--- config.mk ---
export PLATFORM = sky130hd
export DESIGN_NAME = gnbm_math
export DESIGN_NICKNAME = d
export VERILOG_FILES = /design/src/rtl/gnbm_pkg.sv /design/src/rtl/gnbm_math.sv
export SDC_FILE = /design/constraint.sdc
export NUM_CORES = 2
export LEC_CHECK = 0
export ABC_AREA = 1
export BUFFER_PORTS_ARGS = -buffer_cell sky130_fd_sc_hd__buf_4
export CAP_MARGIN = 10
export CORE_MARGIN = 8
export CORE_UTILIZATION = 66
export CTS_CLUSTER_DIAMETER = 150
export DETAILED_ROUTE_END_ITERATION = 6
export GPL_TIMING_DRIVEN = 0
export HOLD_SLACK_MARGIN = 0.12
export PLACE_DENSITY = 0.83
export SYNTH_ARGS = -nofsm -noshare
export SYNTH_HDL_FRONTEND = slang
export SYNTH_SLANG_ARGS = --single-unit
--- constraint.sdc ---
create_clock -name i_clk -period 10.2 [get_ports i_clk]
set_input_delay 0 -clock i_clk [delete_from_list [all_inputs] [get_ports i_clk]]
set_output_delay 0 -clock i_clk [all_outputs]
set_load 0.1 [all_outputs]
--- src/rtl/gnbm_pkg.sv ---
`timescale 1ns / 1ps
// Shared constants, types and helper functions for the Gaussian noise source.
// Used by gnbm_mt, gnbm_math and the top level; depends on nothing else.
package gnbm_pkg;

    localparam int SAMPLE_FRAC_BITS = 12;
    localparam int OUT_SHIFT        = 54 - SAMPLE_FRAC_BITS;

    localparam int MT_N     = 624;
    localparam int MT_M     = 397;
    localparam int MT_IDX_W = $clog2(MT_N);

    localparam logic [31:0] SEED_RESET  = 32'd5489;
    localparam logic [31:0] MT_MULT     = 32'd1812433253;
    localparam logic [31:0] MT_MATRIX   = 32'h9908b0df;
    localparam logic [31:0] TWO_LN2_Q30 = 32'd1488522236;
    localparam logic [31:0] PI_Q30      = 32'd3373259426;
    localparam logic [30:0] Q30_ONE     = 31'h40000000;

    typedef struct packed {
        logic ready;
        logic word_valid;
    } t_mt_status;

    function automatic logic [31:0] mt_temper(input logic [31:0] w);
        logic [31:0] y;
        y = w;
        y = y ^ (y >> 11);
        y = y ^ ((y << 7) & 32'h9d2c5680);
        y = y ^ ((y << 15) & 32'hefc60000);
        y = y ^ (y >> 18);
        return y;
    endfunction

    // Divisor of the k-th Taylor term: (2k)(2k+1) for sine, (2k-1)(2k) for cosine.
    function automatic logic [7:0] taylor_div(input logic is_cos, input logic [2:0] k);
        logic [7:0] d;
        case ({is_cos, k})
            4'b0001: d = 8'd6;
            4'b0010: d = 8'd20;
            4'b0011: d = 8'd42;
            4'b0100: d = 8'd72;
            4'b0101: d = 8'd110;
            4'b0110: d = 8'd156;
            4'b1001: d = 8'd2;
            4'b1010: d = 8'd12;
            4'b1011: d = 8'd30;
            4'b1100: d = 8'd56;
            4'b1101: d = 8'd90;
            4'b1110: d = 8'd132;
            default: d = 8'd1;
        endcase
        return d;
    endfunction

    // floor(2^32 / divisor) for the same divisors. For dividends below 2^31 the
    // quotient taken from the top half of the product is exact or one short.
    function automatic logic [31:0] taylor_recip(input logic is_cos, input logic [2:0] k);
        logic [31:0] r;
        case ({is_cos, k})
            4'b0001: r = 32'd715827882;
            4'b0010: r = 32'd214748364;
            4'b0011: r = 32'd102261126;
            4'b0100: r = 32'd59652323;
            4'b0101: r = 32'd39045157;
            4'b0110: r = 32'd27531841;
            4'b1001: r = 32'd2147483648;
            4'b1010: r = 32'd357913941;
            4'b1011: r = 32'd143165576;
            4'b1100: r = 32'd76695844;
            4'b1101: r = 32'd47721858;
            4'b1110: r = 32'd32537631;
            default: r = 32'd0;
        endcase
        return r;
    endfunction

    function automatic logic [30:0] clamp_unit(input logic signed [32:0] v);
        logic [30:0] c;
        if (v[32]) begin
            c = '0;
        end else if (v > $signed({2'b00, Q30_ONE})) begin
            c = Q30_ONE;
        end else begin
            c = v[30:0];
        end
        return c;
    endfunction

    // Rounded product, shifted down to the sample grid, signed and saturated.
    function automatic logic [15:0] sat_out(input logic [63:0] rnd, input logic neg);
        logic [63:0] p;
        logic [15:0] v;
        p = rnd >> OUT_SHIFT;
        if (neg) begin
            v = (p > 64'd32768) ? 16'h8000 : 16'(-p);
        end else begin
            v = (p > 64'd32767) ? 16'h7fff : p[15:0];
        end
        return v;
    endfunction

endpackage

--- src/rtl/gnbm_math.sv ---
`timescale 1ns / 1ps
// Box-Muller arithmetic: log, radius, phase, Taylor sine/cosine and output scaling,
// all on one shared 32x32 multiplier, divisions by reciprocal. Depends on gnbm_pkg.
module gnbm_math import gnbm_pkg::*; (
    input  logic        i_clk,
    input  logic        i_rst_n,
    input  logic        i_start,
    input  logic [31:0] i_word_a,
    input  logic [31:0] i_word_b,
    output logic        o_done,
    output logic [15:0] o_sample_cos,
    output logic [15:0] o_sample_sin
);

    typedef enum logic [20:0] {
        C_IDLE = 21'b000000000000000000001,
        C_NORM = 21'b000000000000000000010,
        C_LOGM = 21'b000000000000000000100,
        C_LOGU = 21'b000000000000000001000,
        C_SM   = 21'b000000000000000010000,
        C_SU   = 21'b000000000000000100000,
        C_SQM  = 21'b000000000000001000000,
        C_SQU  = 21'b000000000000010000000,
        C_TM   = 21'b000000000000100000000,
        C_TU   = 21'b000000000001000000000,
        C_T2M  = 21'b000000000010000000000,
        C_T2U  = 21'b000000000100000000000,
        C_TRM  = 21'b000000001000000000000,
        C_TRU  = 21'b000000010000000000000,
        C_DVM  = 21'b000000100000000000000,
        C_DVU  = 21'b000001000000000000000,
        C_CHM  = 21'b000010000000000000000,
        C_CHU  = 21'b000100000000000000000,
        C_ACC  = 21'b001000000000000000000,
        C_OM   = 21'b010000000000000000000,
        C_OU   = 21'b100000000000000000000
    } t_math_state;

    localparam logic [35:0] LOG_TOP = 36'd33 << 30;

    t_math_state r_state, n_state;
    logic [32:0] r_m33, n_m33;
    logic [30:0] r_m, n_m;
    logic [5:0]  r_e, n_e;
    logic [4:0]  r_it, n_it;
    logic [29:0] r_frac, n_frac;
    logic [32:0] r_ph, n_ph;
    logic [29:0] r_s, n_s;
    logic [26:0] r_r, n_r;
    logic [4:0]  r_bk, n_bk;
    logic [30:0] r_t, n_t;
    logic [30:0] r_t2, n_t2;
    logic [30:0] r_term, n_term;
    logic signed [32:0] r_sum, n_sum;
    logic [2:0]  r_k, n_k;
    logic        r_pass, n_pass;
    logic [30:0] r_st, n_st;
    logic [30:0] r_ct, n_ct;
    logic [30:0] r_dvd, n_dvd;
    logic [30:0] r_quo, n_quo;
    logic        r_oc, n_oc;
    logic [15:0] r_cos, n_cos;
    logic [15:0] r_sin, n_sin;
    logic        r_done, n_done;
    logic [63:0] r_prod;

    logic [31:0] op_a, op_b;
    logic [2:0]  oct;
    logic [30:0] g;
    logic [35:0] big;
    logic [26:0] trial;
    logic [63:0] nsq;
    logic [32:0] sq;
    logic [7:0]  divisor;
    logic [31:0] recip;
    logic [30:0] rem_est;
    logic signed [32:0] sum_n;
    logic [30:0] mag_c, mag_s;
    logic        cneg, sneg;
    logic [63:0] rnd;

    always_comb begin
        oct   = r_ph[32:30];
        g     = oct[0] ? (Q30_ONE - {1'b0, r_ph[29:0]}) : {1'b0, r_ph[29:0]};
        big   = LOG_TOP - {r_e, r_frac};
        trial = r_r | (27'd1 << r_bk);
        nsq   = {10'd0, r_s, 24'd0};
        sq    = r_prod[62:30];
        divisor = taylor_div(r_pass, r_k);
        recip   = taylor_recip(r_pass, r_k);
        rem_est = r_dvd - r_prod[30:0];
        sum_n   = r_k[0] ? r_sum - $signed({2'b00, r_quo}) : r_sum + $signed({2'b00, r_quo});
        // Odd quarter-turn halves swap sine and cosine; the octant sets the signs.
        mag_c = (oct[0] ^ oct[1]) ? r_st : r_ct;
        mag_s = (oct[0] ^ oct[1]) ? r_ct : r_st;
        cneg  = oct[2] ^ oct[1];
        sneg  = oct[2];
        rnd   = r_prod + (64'd1 << (OUT_SHIFT - 1));
    end

    always_comb begin
        op_a = '0;
        op_b = '0;
        case (r_state)
            C_LOGM: begin
                op_a = {1'b0, r_m};
                op_b = {1'b0, r_m};
            end
            C_SM: begin
                op_a = {2'b00, big[35:6]};
                op_b = TWO_LN2_Q30;
            end
            C_SQM: begin
                op_a = {5'd0, trial};
                op_b = {5'd0, trial};
            end
            C_TM: begin
                op_a = {1'b0, g};
                op_b = PI_Q30;
            end
            C_T2M: begin
                op_a = {1'b0, r_t};
                op_b = {1'b0, r_t};
            end
            C_TRM: begin
                op_a = {1'b0, r_term};
                op_b = {1'b0, r_t2};
            end
            C_DVM: begin
                op_a = {1'b0, r_dvd};
                op_b = recip;
            end
            C_CHM: begin
                op_a = {1'b0, r_quo};
                op_b = {24'd0, divisor};
            end
            C_OM: begin
                op_a = {5'd0, r_r};
                op_b = {1'b0, r_oc ? mag_s : mag_c};
            end
            default: begin
                op_a = '0;
                op_b = '0;
            end
        endcase
    end

    always_comb begin
        n_state = r_state;
        n_m33 = r_m33;  n_m = r_m;      n_e = r_e;        n_it = r_it;
        n_frac = r_frac; n_ph = r_ph;   n_s = r_s;        n_r = r_r;
        n_bk = r_bk;    n_t = r_t;      n_t2 = r_t2;      n_term = r_term;
        n_sum = r_sum;  n_k = r_k;      n_pass = r_pass;  n_st = r_st;
        n_ct = r_ct;    n_dvd = r_dvd;  n_quo = r_quo;
        n_oc = r_oc;    n_cos = r_cos;  n_sin = r_sin;    n_done = 1'b0;
        case (r_state)
            C_IDLE: begin
                if (i_start) begin
                    n_m33   = {i_word_a, 1'b1};
                    n_e     = 6'd32;
                    n_ph    = {i_word_b, 1'b1};
                    n_state = C_NORM;
                end
            end
            C_NORM: begin
                // One bit of normalising shift per cycle until the leading one is on top.
                if (r_m33[32]) begin
                    n_m     = r_m33[32:2];
                    n_it    = '0;
                    n_frac  = '0;
                    n_state = C_LOGM;
                end else begin
                    n_m33 = {r_m33[31:0], 1'b0};
                    n_e   = r_e - 1'b1;
                end
            end
            C_LOGM: n_state = C_LOGU;
            C_LOGU: begin
                if (sq[32:31] != 2'b00) begin
                    n_m = sq[31:1];
                    n_frac[5'd29 - r_it] = 1'b1;
                end else begin
                    n_m = sq[30:0];
                end
                if (r_it == 5'd29) begin
                    n_state = C_SM;
                end else begin
                    n_it    = r_it + 1'b1;
                    n_state = C_LOGM;
                end
            end
            C_SM: n_state = C_SU;
            C_SU: begin
                n_s     = r_prod[59:30];
                n_r     = '0;
                n_bk    = 5'd26;
                n_state = C_SQM;
            end
            C_SQM: n_state = C_SQU;
            C_SQU: begin
                if (r_prod <= nsq) begin
                    n_r = trial;
                end
                if (r_bk == '0) begin
                    n_state = C_TM;
                end else begin
                    n_bk    = r_bk - 1'b1;
                    n_state = C_SQM;
                end
            end
            C_TM: n_state = C_TU;
            C_TU: begin
                n_t     = r_prod[62:32];
                n_state = C_T2M;
            end
            C_T2M: n_state = C_T2U;
            C_T2U: begin
                n_t2    = r_prod[60:30];
                n_pass  = 1'b0;
                n_term  = r_t;
                n_sum   = $signed({2'b00, r_t});
                n_k     = 3'd1;
                n_state = C_TRM;
            end
            C_TRM: n_state = C_TRU;
            C_TRU: begin
                n_dvd   = r_prod[60:30];
                n_state = C_DVM;
            end
            C_DVM: n_state = C_DVU;
            C_DVU: begin
                n_quo   = r_prod[62:32];
                n_state = C_CHM;
            end
            C_CHM: n_state = C_CHU;
            C_CHU: begin
                // The reciprocal estimate is exact or one short; the remainder tells which.
                if (rem_est >= {23'd0, divisor}) begin
                    n_quo = r_quo + 1'b1;
                end
                n_state = C_ACC;
            end
            C_ACC: begin
                n_term = r_quo;
                n_sum  = sum_n;
                if (r_k == 3'd6) begin
                    if (!r_pass) begin
                        n_st    = clamp_unit(sum_n);
                        n_pass  = 1'b1;
                        n_term  = Q30_ONE;
                        n_sum   = $signed({2'b00, Q30_ONE});
                        n_k     = 3'd1;
                        n_state = C_TRM;
                    end else begin
                        n_ct    = clamp_unit(sum_n);
                        n_oc    = 1'b0;
                        n_state = C_OM;
                    end
                end else begin
                    n_k     = r_k + 1'b1;
                    n_state = C_TRM;
                end
            end
            C_OM: n_state = C_OU;
            C_OU: begin
                if (!r_oc) begin
                    n_cos   = sat_out(rnd, cneg);
                    n_oc    = 1'b1;
                    n_state = C_OM;
                end else begin
                    n_sin   = sat_out(rnd, sneg);
                    n_done  = 1'b1;
                    n_state = C_IDLE;
                end
            end
            default: begin
                n_state = C_IDLE;
            end
        endcase
    end

    always_ff @(posedge i_clk) begin
        if (!i_rst_n) begin
            r_state <= C_IDLE;
            r_done  <= 1'b0;
        end else begin
            r_state <= n_state;
            r_done  <= n_done;
        end
    end

    always_ff @(posedge i_clk) begin
        r_prod <= op_a * op_b;
        r_m33 <= n_m33;  r_m <= n_m;      r_e <= n_e;        r_it <= n_it;
        r_frac <= n_frac; r_ph <= n_ph;   r_s <= n_s;        r_r <= n_r;
        r_bk <= n_bk;    r_t <= n_t;      r_t2 <= n_t2;      r_term <= n_term;
        r_sum <= n_sum;  r_k <= n_k;      r_pass <= n_pass;  r_st <= n_st;
        r_ct <= n_ct;    r_dvd <= n_dvd;  r_quo <= n_quo;
        r_oc <= n_oc;    r_cos <= n_cos;  r_sin <= n_sin;
    end

    assign o_done       = r_done;
    assign o_sample_cos = r_cos;
    assign o_sample_sin = r_sin;

endmodule

==> results_dict.tcl <==
set metrics [dict create \
    outcome "finished, violations left" \
    violations "DRC, setup timing" \
    clockBufferDepth 3 \
    crit_required_ns 10.72 \
    rows 117 \
    remaining_drc_errors 274 \
    drt_iter0_markers 11606 \
    ff2ff_path_depth 34 \
    path_max_fanout 10 \
    syn-instance-count 8120 \
    cts_tree "built" \
    slowest_delay_ns 0.83 \
    worst_setup_path_start_kind "flip-flop" \
    ir_drop_mv 0.117 \
    track_usage_pct 49.8 \
    htreeDepth 2 \
    syn_avg_cell_area_sq_um 8.26 \
    area_growth_syn_to_layout_pct 9.37 \
    ff_latch_area_sq_um 16300 \
    core_area_sq_um 101000 \
    slew_headroom_pct 7.95 \
    pre_cts_ws_ns -1.52 \
    cpMaxStageDelayCell "o211ai_1" \
    cp-end-kind "flip-flop" \
    synth.top_cell.area_share_pct 25.9 \
    leakagePower_nw 38.6 \
    wl_mm 285 \
    period_share_pct 101 \
    cts_root_buf "clkbuf_16" \
    critPathArrivalTime_ns 10.87 \
    yosysSeqAreaShare_pct 24.3 \
    slew_viol_final 0 \
    port_buffers 98 \
    cap_violations 0 \
    ys_ff_latch 572 \
    nets 9727 \
    die_w_um 335 \
    hold_path_depth 2 \
    async_reset_ff_share_pct 0 \
    drt-wirelength-per-cell_um 29.0 \
    clk_pin_slew_ns 0.07 \
    antenna_found_initial 16 \
    ys_top_cells_by_area "fa_1, edfxtp_1, nand2_1, inv_1, ha_1" \
    fin_area_sq_um 73400 \
    clk_latency_ns 0.64 \
    dp_hpwl_mm 226 \
    synth_nets 9447 \
    finalClockSkew_ns 0.0291 \
    vias_per_cell 6.40 \
    yosysWarnings 0 \
    initial_core_util_pct 66.2 \
    die-area_sq_um 112000 \
    num_vias 62940 \
    globalRouteOverflowTotal 0 \
    dr.pass1.iters 7 \
    criticalPathCategory "flip-flop to flip-flop" \
    tightestPinTransition_ns 1.38 \
    cts_inserted_buffers 52 \
    fmax_ghz 0.0967 \
    multiInputGateArea_sq_um 42300 \
    place_area_sq_um 69800 \
    p_per_area_nw_per_um2 68.7 \
    grt_max_degree 39 \
    nFillCells 7610 \
    grt_pass1_wl_mm 402 \
    die_h_um 335 \
    syn_area_sq_um 67100 \
    finalCriticalPeriod_ns 10.34 \
    synth_cell_types 82 \
    ant_nets 0 \
    final-setup-viol-count 10 \
    cp_common_cell "fa_1" \
    synth_edf_count 486 \
    dpl.cell_count 9604 \
    synth_top_area_cell "fa_1" \
    worst_slack_ns -0.142 \
    synth-main-ff-cell "edfxtp_1" \
    worst_hold_path_type "primary input to flip-flop" \
    finalPower_mw 5.04 \
    grt_pass1_vias 60020 \
    gp_congestion 1.18 \
    cts_num_sinks 572 \
    io_pins 100 \
    layout.cells.non_filler 9834 \
    hold_violations 0 \
    drive_gt1_share_pct 8.43 \
]
-- logic make-up (layout without fill, tap and decap cells) --
logic type	count (synthesis)	in the layout	share of synthesized area, %
muxes	10	10	0.149
buffers and inverters	2213	2537	13.4
other	0	22	0
and+or+nand+nor	3107	3107	19.2
xor gates and xnor gates	200	200	2.65
AOI/OAI and AO/OA	758	758	7.03
DFF	572	572	24.3
adders and majority gates	1260	1260	33.2
-- stage by stage --
| step | setup TNS, ns | hold slack, ns | util, % |
|---|---|---|---|
| 2_1_floorplan | 0 | 0.0989 | - |
| 3_3_place_gp | -42.67 | 0.178 | 68.6 |
| 3_5_place_dp | -41.49 | 0.180 | 68.9 |
| 4_1_cts | 0 | 0.123 | 71.8 |
| 5_1_grt | -0.153 | 0.120 | 72.4 |
| 6_report | -0.828 | 0.108 | 72.4 |
-- state kept, by name, summed over array words and instances (netlist names), 32 cells and up --
register and cells:
r_ph 32, r_sum 33, r_prod 64, r_m33 33
-- layout by cell type (no fill, tap or decap), types with 13 or more instances in the layout --
| master | synthesis | routed |
|---|---|---|
| a22o_1 | 38 | 38 |
| fa_1 | 869 | 865 |
| a21oi_1 | 226 | 210 |
| a21o_1 | 14 | 14 |
| o21bai_1 | 19 | 19 |
| clkbuf_16 | 0 | 54 |
| dfxtp_1 | 86 | 86 |
| dlygate4sd3_1 | 0 | 89 |
| xnor2_1 | 43 | 43 |
| nor2_4 | 8 | 18 |
| nor2_1 | 530 | 511 |
| nand4_1 | 65 | 65 |
| nand3_1 | 215 | 207 |
| buf_4 | 55 | 181 |
| edfxtp_1 | 486 | 486 |
| o21ai_0 | 269 | 261 |
| a221oi_2 | 15 | 22 |
| inv_1 | 1871 | 1867 |
| nor2_2 | 22 | 31 |
| ha_1 | 391 | 390 |
| diode_2 | 0 | 22 |
| nor3_1 | 80 | 77 |
| nor4_1 | 37 | 36 |
| o211ai_1 | 13 | 13 |
| nand3_2 | 24 | 27 |
| inv_2 | 37 | 40 |
| nand2_1 | 2056 | 2050 |
| a21oi_2 | 2 | 14 |
| a31oi_1 | 29 | 28 |
| xor2_1 | 154 | 154 |
| buf_2 | 134 | 107 |
| clkbuf_4 | 0 | 25 |
| nand2_2 | 13 | 17 |
| clkbuf_1 | 65 | 65 |
| buf_6 | 41 | 48 |
| a221oi_1 | 36 | 27 |
-- cell usage after synthesis (5+ instances only) --
cell type,count
nand2_1,2056
inv_1,1871
fa_1,869
nor2_1,530
edfxtp_1,486
ha_1,391
o21ai_0,269
a21oi_1,226
nand3_1,215
xor2_1,154
buf_2,134
dfxtp_1,86
nor3_1,80
clkbuf_1,65
nand4_1,65
buf_4,55
xnor2_1,43
buf_6,41
a22o_1,38
inv_2,37
nor4_1,37
a221oi_1,36
a31oi_1,29
nand3_2,24
nor2_2,22
o21bai_1,19
a221oi_2,15
a21o_1,14
nand2_2,13
o211ai_1,13
o22ai_1,12
a211oi_1,11
nand3b_1,11
and2_1,10
mux2i_1,10
or2_2,9
a22oi_1,8
nor2_4,8
o21a_1,7
a21boi_0,6
o21ai_1,6
buf_1,5
o2111ai_1,5
o221ai_1,5
o311ai_1,5
-- power by group --
part | total (mW) | leakage (nW) | switching [mW] | internal [mW]
logic | 0.307 | 32.9 | 0.205 | 0.101
registers | 2.61 | 4.87 | 0.0470 | 2.56
clock network | 2.12 | 0.869 | 0.989 | 1.13
total | 5.04 | 38.6 | 1.24 | 3.79
-- path summary, 6_finish.rpt --
path,startpoint,slack (ns),endpoint
max,r_ph[30]$_DFFE_PP_,-0.14,r_prod[52]$_DFF_P_
min,i_word_b[3],0.11,r_ph[4]$_DFFE_PP_
max reg2reg,r_ph[30]$_DFFE_PP_,-0.14,r_prod[52]$_DFF_P_
min reg2reg,r_m33[0]$_SDFFCE_PN1P_,0.57,r_m33[1]$_DFFE_PP_
-- critical path, delay by kind of cell, from the launching register on --
family / cells / cell delay (ns)
compound gates: 6 / 2.18
xor+xnor: 2 / 0.35
fa+ha+maj: 9 / 4.74
buf+inv: 11 / 1.31
flops: 1 / 0.37
simple gates: 6 / 1.25
-- repair_timing --
action,CTS,global route
endpoints found under the setup margin,48,44
hold buffers,89,0
gates resized for setup,57,112
endpoints found under the hold margin,118,0
setup buffers,7,13
pin swaps,5,12
-- per-layer routing --
metal	wire length, um	global-route usage [%]	up-vias
met5	388	3.08	-
met4	21500	25.5	22
met3	59500	30.0	1395
met2	105000	64.0	6232
met1	98500	64.7	29868
li1	-	-	25423
-- layout make-up --
type                    instances  share of cell area, %
plain buffers                 300                   2.64
diodes                         22                 0.0751
inverters                    1912                   9.80
clock inverters                25                  0.345
flip-flops and latches        572                   22.2
repair buffers                227                   2.80
clock buffers                  73                   2.09
multi-input cells            5335                   57.7
well taps                    1368                   2.33
No activity file was read; power rests on OpenSTA's default activity.
